===== src/rtl/utxf_pkg.sv =====
// Types and constants shared by the UART transmitter with its byte buffer.
`timescale 1ns / 1ps

package utxf_pkg;

	localparam int BUFFER_DEPTH_LOG2 = 4;
	localparam int BUF_DEPTH = 1 << BUFFER_DEPTH_LOG2;

	localparam logic FUNC_PUSH = 1'b0;
	localparam logic FUNC_TICK = 1'b1;

	localparam logic [3:0] BITS_PER_CHAR = 4'd8;

	typedef logic [BUFFER_DEPTH_LOG2-1:0] ptr_t;

	typedef enum logic [3:0] {
		PH_IDLE  = 4'b0001,
		PH_START = 4'b0010,
		PH_DATA  = 4'b0100,
		PH_STOP  = 4'b1000
	} phase_t;

	typedef struct packed {
		logic       func;
		logic [7:0] data_byte;
	} item_t;

	typedef struct packed {
		logic       tx_level;
		logic       accepted;
		logic       buffer_full;
		logic       line_busy;
		logic       timer_restart;
	} result_t;

	typedef struct packed {
		logic       is_tick;
		logic [7:0] data_byte;
	} cmd_t;

endpackage


===== src/rtl/uart_tx_with_fifo_top.sv =====
// Top level of the 8N1 UART transmitter with its byte buffer.
`timescale 1ns / 1ps

// Each item is either a byte push or one bit-period tick, and each gives exactly one
// result. The block takes one item per cycle unless item_stall is high: a two-entry
// command queue feeds the transmit engine, which handles one command per cycle while
// its result register is empty or being read out, and registers its result. Each item
// passes through the command queue, and its result is held in the engine's result
// register until taken. The byte buffer has 2^BUFFER_DEPTH_LOG2 entries and holds one
// fewer; a push into a full buffer is dropped and reported with accepted low. No clearing pass follows reset.
module uart_tx_with_fifo_top (
	input  logic               clk,
	input  logic               arst_n,
	input  logic               item_valid,
	output logic               item_stall,
	input  utxf_pkg::item_t    item,
	output logic               result_valid,
	input  logic               result_stall,
	output utxf_pkg::result_t  result
);

	logic           cmd_valid;
	logic           cmd_stall;
	utxf_pkg::cmd_t cmd;

	utxf_front u_front (
		.clk        (clk),
		.arst_n     (arst_n),
		.item_valid (item_valid),
		.item_stall (item_stall),
		.item       (item),
		.cmd_valid  (cmd_valid),
		.cmd_stall  (cmd_stall),
		.cmd        (cmd)
	);

	utxf_back u_back (
		.clk          (clk),
		.arst_n       (arst_n),
		.cmd_valid    (cmd_valid),
		.cmd_stall    (cmd_stall),
		.cmd          (cmd),
		.result_valid (result_valid),
		.result_stall (result_stall),
		.result       (result)
	);

endmodule


===== src/rtl/utxf_front.sv =====
// Input side: classifies incoming items and holds them in a two-entry command queue.
`timescale 1ns / 1ps

module utxf_front (
	input  logic             clk,
	input  logic             arst_n,
	input  logic             item_valid,
	output logic             item_stall,
	input  utxf_pkg::item_t  item,
	output logic             cmd_valid,
	input  logic             cmd_stall,
	output utxf_pkg::cmd_t   cmd
);

	utxf_pkg::cmd_t ent_q [2];
	logic           wr_idx_q;
	logic           rd_idx_q;
	logic [1:0]     cnt_q;
	logic           push;
	logic           pop;
	utxf_pkg::cmd_t in_cmd;

	assign item_stall = (cnt_q == 2'd2);
	assign push       = item_valid && !item_stall;
	assign cmd_valid  = (cnt_q != 2'd0);
	assign pop        = cmd_valid && !cmd_stall;
	assign cmd        = ent_q[rd_idx_q];

	always_comb begin
		in_cmd.is_tick   = (item.func == utxf_pkg::FUNC_TICK);
		in_cmd.data_byte = item.data_byte;
	end

	always_ff @(posedge clk) begin
		if (push) begin
			ent_q[wr_idx_q] <= in_cmd;
		end
	end

	always_ff @(posedge clk or negedge arst_n) begin
		if (!arst_n) begin
			wr_idx_q <= 1'b0;
			rd_idx_q <= 1'b0;
			cnt_q    <= 2'd0;
		end else begin
			if (push) begin
				wr_idx_q <= !wr_idx_q;
			end
			if (pop) begin
				rd_idx_q <= !rd_idx_q;
			end
			case ({push, pop})
				2'b10:   cnt_q <= cnt_q + 2'd1;
				2'b01:   cnt_q <= cnt_q - 2'd1;
				default: cnt_q <= cnt_q;
			endcase
		end
	end

endmodule


===== src/rtl/utxf_back.sv =====
// Transmit engine: byte buffer, bit phase sequencer and result register.
`timescale 1ns / 1ps

module utxf_back (
	input  logic               clk,
	input  logic               arst_n,
	input  logic               cmd_valid,
	output logic               cmd_stall,
	input  utxf_pkg::cmd_t     cmd,
	output logic               result_valid,
	input  logic               result_stall,
	output utxf_pkg::result_t  result
);

	logic [7:0]         mem [utxf_pkg::BUF_DEPTH];
	logic [7:0]         rd_data_q;

	utxf_pkg::phase_t   phase_q, phase_d;
	logic [3:0]         bits_q, bits_d;
	logic [7:0]         shift_q, shift_d;
	logic               level_q, level_d;
	utxf_pkg::ptr_t     rp_q, rp_d;
	utxf_pkg::ptr_t     wp_q, wp_d;
	utxf_pkg::ptr_t     wp_inc;
	logic               we;
	logic               acc;
	logic               restart;
	logic               fire;
	logic               res_valid_q;
	utxf_pkg::result_t  res_q;

	assign fire         = cmd_valid && (!res_valid_q || !result_stall);
	assign cmd_stall    = !fire;
	assign result_valid = res_valid_q;
	assign result       = res_q;
	assign wp_inc       = wp_q + utxf_pkg::ptr_t'(1);

	always_comb begin
		phase_d = phase_q;
		bits_d  = bits_q;
		shift_d = shift_q;
		level_d = level_q;
		rp_d    = rp_q;
		wp_d    = wp_q;
		we      = 1'b0;
		acc     = 1'b0;
		restart = 1'b0;
		if (fire) begin
			if (cmd.is_tick) begin
				case (phase_q)
					utxf_pkg::PH_START: begin
						level_d = 1'b0;
						phase_d = utxf_pkg::PH_DATA;
						bits_d  = utxf_pkg::BITS_PER_CHAR;
						shift_d = rd_data_q;
						rp_d    = rp_q + utxf_pkg::ptr_t'(1);
					end
					utxf_pkg::PH_DATA: begin
						level_d = shift_q[0];
						shift_d = {1'b0, shift_q[7:1]};
						bits_d  = bits_q - 4'd1;
						if (bits_q == 4'd1) begin
							phase_d = utxf_pkg::PH_STOP;
						end
					end
					utxf_pkg::PH_STOP: begin
						level_d = 1'b1;
						phase_d = (rp_q != wp_q) ? utxf_pkg::PH_START : utxf_pkg::PH_IDLE;
					end
					default: begin
						phase_d = phase_q;
					end
				endcase
			end else if (wp_inc != rp_q) begin
				we   = 1'b1;
				wp_d = wp_inc;
				acc  = 1'b1;
				if (phase_q == utxf_pkg::PH_IDLE) begin
					phase_d = utxf_pkg::PH_START;
					restart = 1'b1;
				end
			end
		end
	end

	always_ff @(posedge clk) begin
		if (we) begin
			mem[wp_q] <= cmd.data_byte;
		end
		if (we && (wp_q == rp_d)) begin
			rd_data_q <= cmd.data_byte;
		end else begin
			rd_data_q <= mem[rp_d];
		end
	end

	always_ff @(posedge clk) begin
		if (fire) begin
			res_q.tx_level      <= level_d;
			res_q.accepted      <= acc;
			res_q.buffer_full   <= ((wp_d + utxf_pkg::ptr_t'(1)) == rp_d);
			res_q.line_busy     <= (phase_d != utxf_pkg::PH_IDLE);
			res_q.timer_restart <= restart;
		end
	end

	always_ff @(posedge clk or negedge arst_n) begin
		if (!arst_n) begin
			phase_q     <= utxf_pkg::PH_IDLE;
			bits_q      <= 4'd0;
			shift_q     <= 8'd0;
			level_q     <= 1'b1;
			rp_q        <= '0;
			wp_q        <= '0;
			res_valid_q <= 1'b0;
		end else begin
			phase_q <= phase_d;
			bits_q  <= bits_d;
			shift_q <= shift_d;
			level_q <= level_d;
			rp_q    <= rp_d;
			wp_q    <= wp_d;
			if (fire) begin
				res_valid_q <= 1'b1;
			end else if (!result_stall) begin
				res_valid_q <= 1'b0;
			end
		end
	end

endmodule

===== config.mk =====
export PLATFORM = sky130hd
export DESIGN_NAME = uart_tx_with_fifo_top
export DESIGN_NICKNAME = d
export VERILOG_FILES = /design/src/rtl/utxf_pkg.sv /design/src/rtl/uart_tx_with_fifo_top.sv /design/src/rtl/utxf_front.sv /design/src/rtl/utxf_back.sv
export SDC_FILE = /design/constraint.sdc
export NUM_CORES = 1
export LEC_CHECK = 0
export BUFFER_PORTS_ARGS = -buffer_cell sky130_fd_sc_hd__buf_2
export CORE_UTILIZATION = 50
export CTS_BUF_LIST = sky130_fd_sc_hd__clkbuf_4 sky130_fd_sc_hd__clkbuf_8
export CTS_CLUSTER_SIZE = 20
export DETAILED_ROUTE_END_ITERATION = 7
export PLACE_DENSITY_LB_ADDON = 0.2
export SLEW_MARGIN = 10
export SYNTH_ARGS = -nofsm -noshare
export SYNTH_HDL_FRONTEND = slang
export SYNTH_SLANG_ARGS = --single-unit

===== constraint.sdc =====
create_clock -name clk -period 4.01 [get_ports clk]
set_clock_uncertainty 0.1 [all_clocks]
set_input_delay 0.401 -clock clk [delete_from_list [all_inputs] [get_ports clk]]
set_output_delay 0.401 -clock clk [all_outputs]
set_load 0.1 [all_outputs]

[Word level (Yosys, flattened, before mapping)]
Memory sizes are Yosys's and may differ from the RTL's. A register that Yosys moved wholly into a read port is not among the register bits.
Cells that the tools add are included.
Widths: inputs -> output; s select.
Word-level totals
  output and inout port bits: 7
  register bits: 35
  RAM bits: 146
  word-level logic and storage cells: 80
  memories: 2
  input port bits: 13
Operators by class
  bitwise operators: 1
  muxes and demuxes: 29
  reduce and logical (&&, ||, !) cells: 14
  $add $sub $neg: 6
  equality and inequality tests: 13
Memories
  u_back.mem: words 16, width 8, read ports 1, clocked after Yosys merged registers in 1, wr ports 1, RTL line utxf_back.sv:15  | logic [7:0] mem [utxf_pkg::BUF_DEPTH];
  u_front.ent_q: words 2, width 9, read ports 1, clocked after Yosys merged registers in 0, wr ports 1, RTL line utxf_front.sv:15  | utxf_pkg::cmd_t ent_q [2];
Operator list (number)
  $mux 4: 11
  $pmux 8 s2: 1
  $add 4x1->4 const B: 3
  $mux 1: 12
  $pmux 4 s3: 1
  $eq 4x1->1 const B: 2
  $ne 4x4->1: 2
  $pmux 4 s2: 1
  $reduce_bool 2->1: 3
  $logic_not 1->1: 5
  $eq 2x2->1 const B: 2
  $eq 4x2->1 const B: 1
  $eq 4x3->1 const B: 1
  $eq 4x4->1: 1
  $eq 4x4->1 const B: 1
  $ne 4x1->1 const B: 1
  $pmux 2 s2: 1
  $sub 4x1->4 const B: 1
  $logic_and 1x1->1: 3
  $pmux 1 s3: 1
  $reduce_and 3->1: 1
  $add 2x1->2 const B: 1
  $eq 2x1->1 const B: 1
  $mux 2: 1
  other kinds (5): 5

[Logic depth before layout (Yosys ltp)]
  word-level depth: 7
  depth in mapped cells: 13
  depth with buffers taken out: 12

[Modules after synthesis]
From an unflattened synthesis, not the netlist that was laid out.
Unflattened totals
  cells, all modules: 454
  area total of the unflattened synthesis: 7659.8 µm²
Modules (own cells, without submodules)
  utxf_back: area each 6806.5 µm², instances 1, sequential area each 4727.0 µm², cells an instance 408
  utxf_front: area each 853.3 µm², instances 1, sequential area each 640.6 µm², cells an instance 46

[Least setup slack after synthesis]
Ideal clock, no wire load.
  kind: register to register
  from: register u_back.res_valid_q (netlist: u_back.result_valid)
  to: register u_back.res_q, in the netlist u_back.result[2], data pin
  arrival: 3061 ps
  stages on the path, launching flop included: 13
  setup time: 267 ps
  clock period less this slack: 3428 ps
  data required time: 3643 ps
  setup slack: 582 ps
  buffers on the path: 1
  cell sequence: dfrtp_1 o2bb2ai_1 inv_1 nand2_1 a21oi_1 clkbuf_1 nand2_1 o21ai_1 ha_1 xor2_1 xor2_1 a221oi_1 nor4_2
On the way
  cells in the longest elaborated chain, start to end: 6
  elaborated cells between the ends (all ways): 7
  classes of those cells: add/sub: 1; eq/ne: 1; mux: 2; reduce/logical: 3
RTL lines
  from (decl): RTL line utxf_back.sv:29  | logic res_valid_q;
  from (signal assigned): RTL line utxf_back.sv:115  | res_valid_q <= 1'b0;
  from (signal assigned): RTL line utxf_back.sv:124  | res_valid_q <= 1'b1;
  from (signal assigned): RTL line utxf_back.sv:126  | res_valid_q <= 1'b0;
  $logic_not 1->1: RTL line utxf_back.sv:32  | assign fire = cmd_valid && (!res_valid_q || !result_stall);
  $logic_or 1x1->1: RTL line utxf_back.sv:32
  $logic_and 1x1->1: RTL line utxf_back.sv:32
  net u_back.fire: RTL line utxf_back.sv:28  | logic fire;
  $mux 4: RTL line utxf_back.sv:48  | if (fire) begin
  net u_back.wp_d[1]: RTL line utxf_back.sv:23  | utxf_pkg::ptr_t wp_q, wp_d;
  $add 4x1->4: RTL line utxf_back.sv:101  | res_q.buffer_full <= ((wp_d + utxf_pkg::ptr_t'(1)) == rp_d);
  $eq 4x4->1: RTL line utxf_back.sv:101
  to (decl): RTL line utxf_back.sv:30  | utxf_pkg::result_t res_q;
The timed path passes the listed nets, and every way through them passes these cells.
A chain may end at the register's enable or synchronous reset.

[Final worst setup path]
  from: register u_back.wp_q[0]
  to: register u_back.res_q, in the netlist u_back.result[2], data pin
On the way
  cells in the longest elaborated chain, start to end: 7
RTL lines
  from (decl): RTL line utxf_back.sv:23
  from (signal assigned): RTL line utxf_back.sv:122  | wp_q <= wp_d;
  $add 4x1->4: RTL line utxf_back.sv:36  | assign wp_inc = wp_q + utxf_pkg::ptr_t'(1);
  $ne 4x4->1: RTL line utxf_back.sv:74  | end else if (wp_inc != rp_q) begin
  $mux 4: RTL line utxf_back.sv:74
  $mux 4: RTL line utxf_back.sv:49  | if (cmd.is_tick) begin
  $mux 4 (*): RTL line utxf_back.sv:48
  net u_back.wp_d[0]: RTL line utxf_back.sv:23
  $add 4x1->4 (*): RTL line utxf_back.sv:101
  $eq 4x4->1 (*): RTL line utxf_back.sv:101
The timed path passes the listed nets; every way through them passes the cells marked *.

==> results.yml <==
logic_synthesis:
  synth-async-reset-ratio_pct: 16.2
  synth-edff-count: 151
  syn_area_um2: 7610
  syn-mean-instance-area_um2: 17.1
  synthFlopType: "edfxtp_1"
  ys_seq_area_share_pct: 70.5
  synth-warning-count: 0
  ys_ff_latch: 185
  netlist_instances: 446
  postSynthNetCount: 468
  synthDistinctLibCells: 51
global_routing:
  grtUsageMet3_pct: 4.11
  grt_use_total_pct: 19.4
  antenna_found_initial: 0
  grt_pass1_vias: 3967
  grt-busiest-layer: "met2"
  gr-usage-met2_pct: 31.5
  overflow: 0
  use_met1_pct: 26.0
  grt_max_degree: 31
  grt_first_pass_wirelength_um: 22200
finish:
  fin_nets: 495
  fill_cells: 1153
  final_cell_area_um2: 8260
  final_cell_mix: "edfxtp_1 (151), mux2i_1 (29), dfrtp_1 (28)"
  area_delta_synth_final_pct: 8.46
  mostFrequentLayoutCell: "edfxtp_1"
  utilization_pct: 56.2
  drive_above_1_share_pct: 20.0
  diodes: 0
drt:
  drt_iter0_drc: 269
  ant_nets: 0
  vias_per_cell: 5.75
  drc: 0
  vias: 3847
  wl_per_cell_um: 20.8
  dr.pass1.iters: 4
  routed_wl_um: 13900
die:
  core_um2: 14700
  start_util_pct: 51.8
  die_h_um: 125
  core.rowCount: 44
  ios: 20
  dieArea_um2: 15700
  die_x_um: 125
min_path:
  hold_class: "input port to flop"
setup_path:
  crit_chain: "inv_1 > ha_1 > xor2_1 > nor3_1 > a21oi_1 > buf_4 > xnor2_1 > ha_1 > xor2_1 > xor2_1 > a221oi_1 > nor4_2"
  worstSetupPathType: "flop to flop"
  cpMaxStageDelayCell: "dfrtp_1"
  crit_required_ns: 4.10
  cp.arrival_ns: 3.70
  cp_max_fo: 11
  crit_path_start_kind: "flop"
  crit_path_frequent_cell: "xor2_1"
  critPathCaptureType: "flop"
  critical-path-max-stage-delay_ns: 0.48
clock_network:
  cts_buffers: 17
  cts_tree: "yes"
  post-cts-setup-buffer-count: 0
  cts_num_sinks: 185
  clk_latency_ns: 0.45
  cts_root_buffer: "clkbuf_8"
  clk_pin_slew_ns: 0.08
  cts_buffer_depth: 2
  cts_resized: 0
  htree_levels: 4
  hold_buffers: 1
sta:
  fmax_mhz: 277
  rsz0062_at_grt: "no"
  finalCritPeriodShare_pct: 90.0
  setup_viol: 0
  period_needed_ns: 3.61
  slew_viol_final: 0
  relSlewSlack_pct: 29.6
  hold_viol_final: 0
  finalSetupTns_ns: 0
  tightestPinTransition_ns: 1.06
power_and_ir_drop:
  p_switching_w: 0.00186
  p_int_w: 0.00359
  power_density_nw_per_um2: 659
  clkPwrFrac_pct: 20.2
  pwr-share-comb_pct: 28.9
  ir_drop_uv: 456
  pwr-share-seq_pct: 50.8
  power.leakage_nw: 2.83
  switching_share_pct: 34.1
  power_w: 0.00544
placement:
  dpl.hpwl_um: 9130
  dpl_cell_area_um2: 7910
  gp_congestion: 0.874
  portBuffers: 19
job:
  cap_violations: 0
outcome:
  status: "finished clean"
## power by group through the flow
stage               Sequential [W]  Combinational [W]  Clock (W)
detailed placement         0.00281            0.00159          0
floorplan                  0.00287            0.00111          0
finish                     0.00277            0.00157    0.00110
CTS                        0.00277            0.00159    0.00113
global placement           0.00279            0.00154          0
global route               0.00281            0.00172    0.00120
## flip-flops by register name (all words and copies together) (netlist names), named ones only
| name | cells |
|---|---|
| u_back.shift_q | 8 |
| u_back.level_q | 1 |
| u_front.rd_idx_q | 1 |
| u_back.rp_q | 4 |
| u_back.result_valid | 1 |
| u_back.result | 5 |
| u_front.cnt_q | 2 |
| u_front.wr_idx_q | 1 |
| u_back.mem | 128 |
| u_front.ent_q | 18 |
| u_back.wp_q | 4 |
| u_back.bits_q | 4 |
| u_back.phase_q | 4 |
## cells in the mapped netlist (all sizes together), types with 2 or more instances
cell	instances	area, µm²
nor4b	2	23.8
nor2	15	56.3
mux4	19	428
mux2i	29	290
a22oi	8	60.1
inv	8	30.0
dfxtp	4	80.1
clkbuf	14	52.6
a32oi	7	61.3
edfxtp	151	4530
a211oi	9	67.6
ha	9	113
nor4	3	31.3
buf	7	48.8
a22o	2	17.5
or4b	2	23.8
or3	2	17.5
nand2	19	71.3
nand3	5	25.0
nor3	3	15.0
dfstp	2	52.6
nor3b	4	30.0
o21ai	4	20.0
and3b	4	35.0
xor2	11	96.3
and3	5	31.3
mux2	17	195
nor2b	3	18.8
dfrtp	28	701
xnor2	16	140
a21oi	12	60.1
and4	4	35.0
a21o	7	52.6
## layout make-up
type	instances	area [µm²]	area share (%)
inverters	8	30.0	0.364
clock buffers	20	256	3.11
clock inverters	11	82.6	1.00
multi-input cells	232	2120	25.6
repair buffers	29	173	2.09
flip-flops and latches	185	5370	65.0
well taps	184	230	2.79
## per-stage QoR
stage          hold slack [ns]  std cells  worst slack [ns]
2_1_floorplan          0.00541        446             0.582
3_3_place_gp             0.360        637             0.681
3_5_place_dp             0.367        637             0.470
4_1_cts                0.00689        669             0.444
5_1_grt                 0.0123        669             0.132
6_report                0.0350        669             0.400
## routing by layer
layer	up-vias	part of all wire (%)
li1	1798	-
met1	1984	44
met2	51	50
met3	14	4.2
met4	0	1.2
met5	-	0
## kinds of logic (layout without fill, tap and decap cells)
| family | Yosys count | count (layout) | synth area share, % |
|---|---|---|---|
| flip-flops | 185 | 185 | 70.5 |
| XOR/XNOR | 28 | 28 | 3.42 |
| buffers and inverters | 29 | 68 | 1.73 |
| AO/OA/AOI/OAI | 55 | 55 | 5.11 |
| AND/OR/NAND/NOR | 75 | 75 | 5.78 |
| adder cells (fa/ha/maj) | 9 | 9 | 1.48 |
| multiplexers | 65 | 65 | 12.0 |
## worst max-delay path, delay by kind of cell, from the launching register on
kind	cells	cell delay (ns)
buffers and inverters	2	0.35
AND/OR/NAND/NOR	2	0.55
XOR/XNOR	4	0.78
AO/OA/AOI/OAI	2	0.52
adder cells (fa/ha/maj)	2	0.56
flip-flops	1	0.48
## final timing paths
kind,depth (start not counted),slack [ns],end,start
setup / recovery,12,0.40,u_back.result[2],u_back.wp_q[0]
min in group asynchronous,2,0.43,u_back.bits_q[1],arst_n
setup reg to reg,12,0.40,u_back.result[2],u_back.wp_q[0]
hold reg to reg,1,0.38,u_back.shift_q[3],u_back.shift_q[3]
hold / removal,1,0.03,u_front.ent_q[0][6],item[6]
max in group asynchronous,2,2.93,u_front.rd_idx_q,arst_n
(Power assumes the default switching activity.)
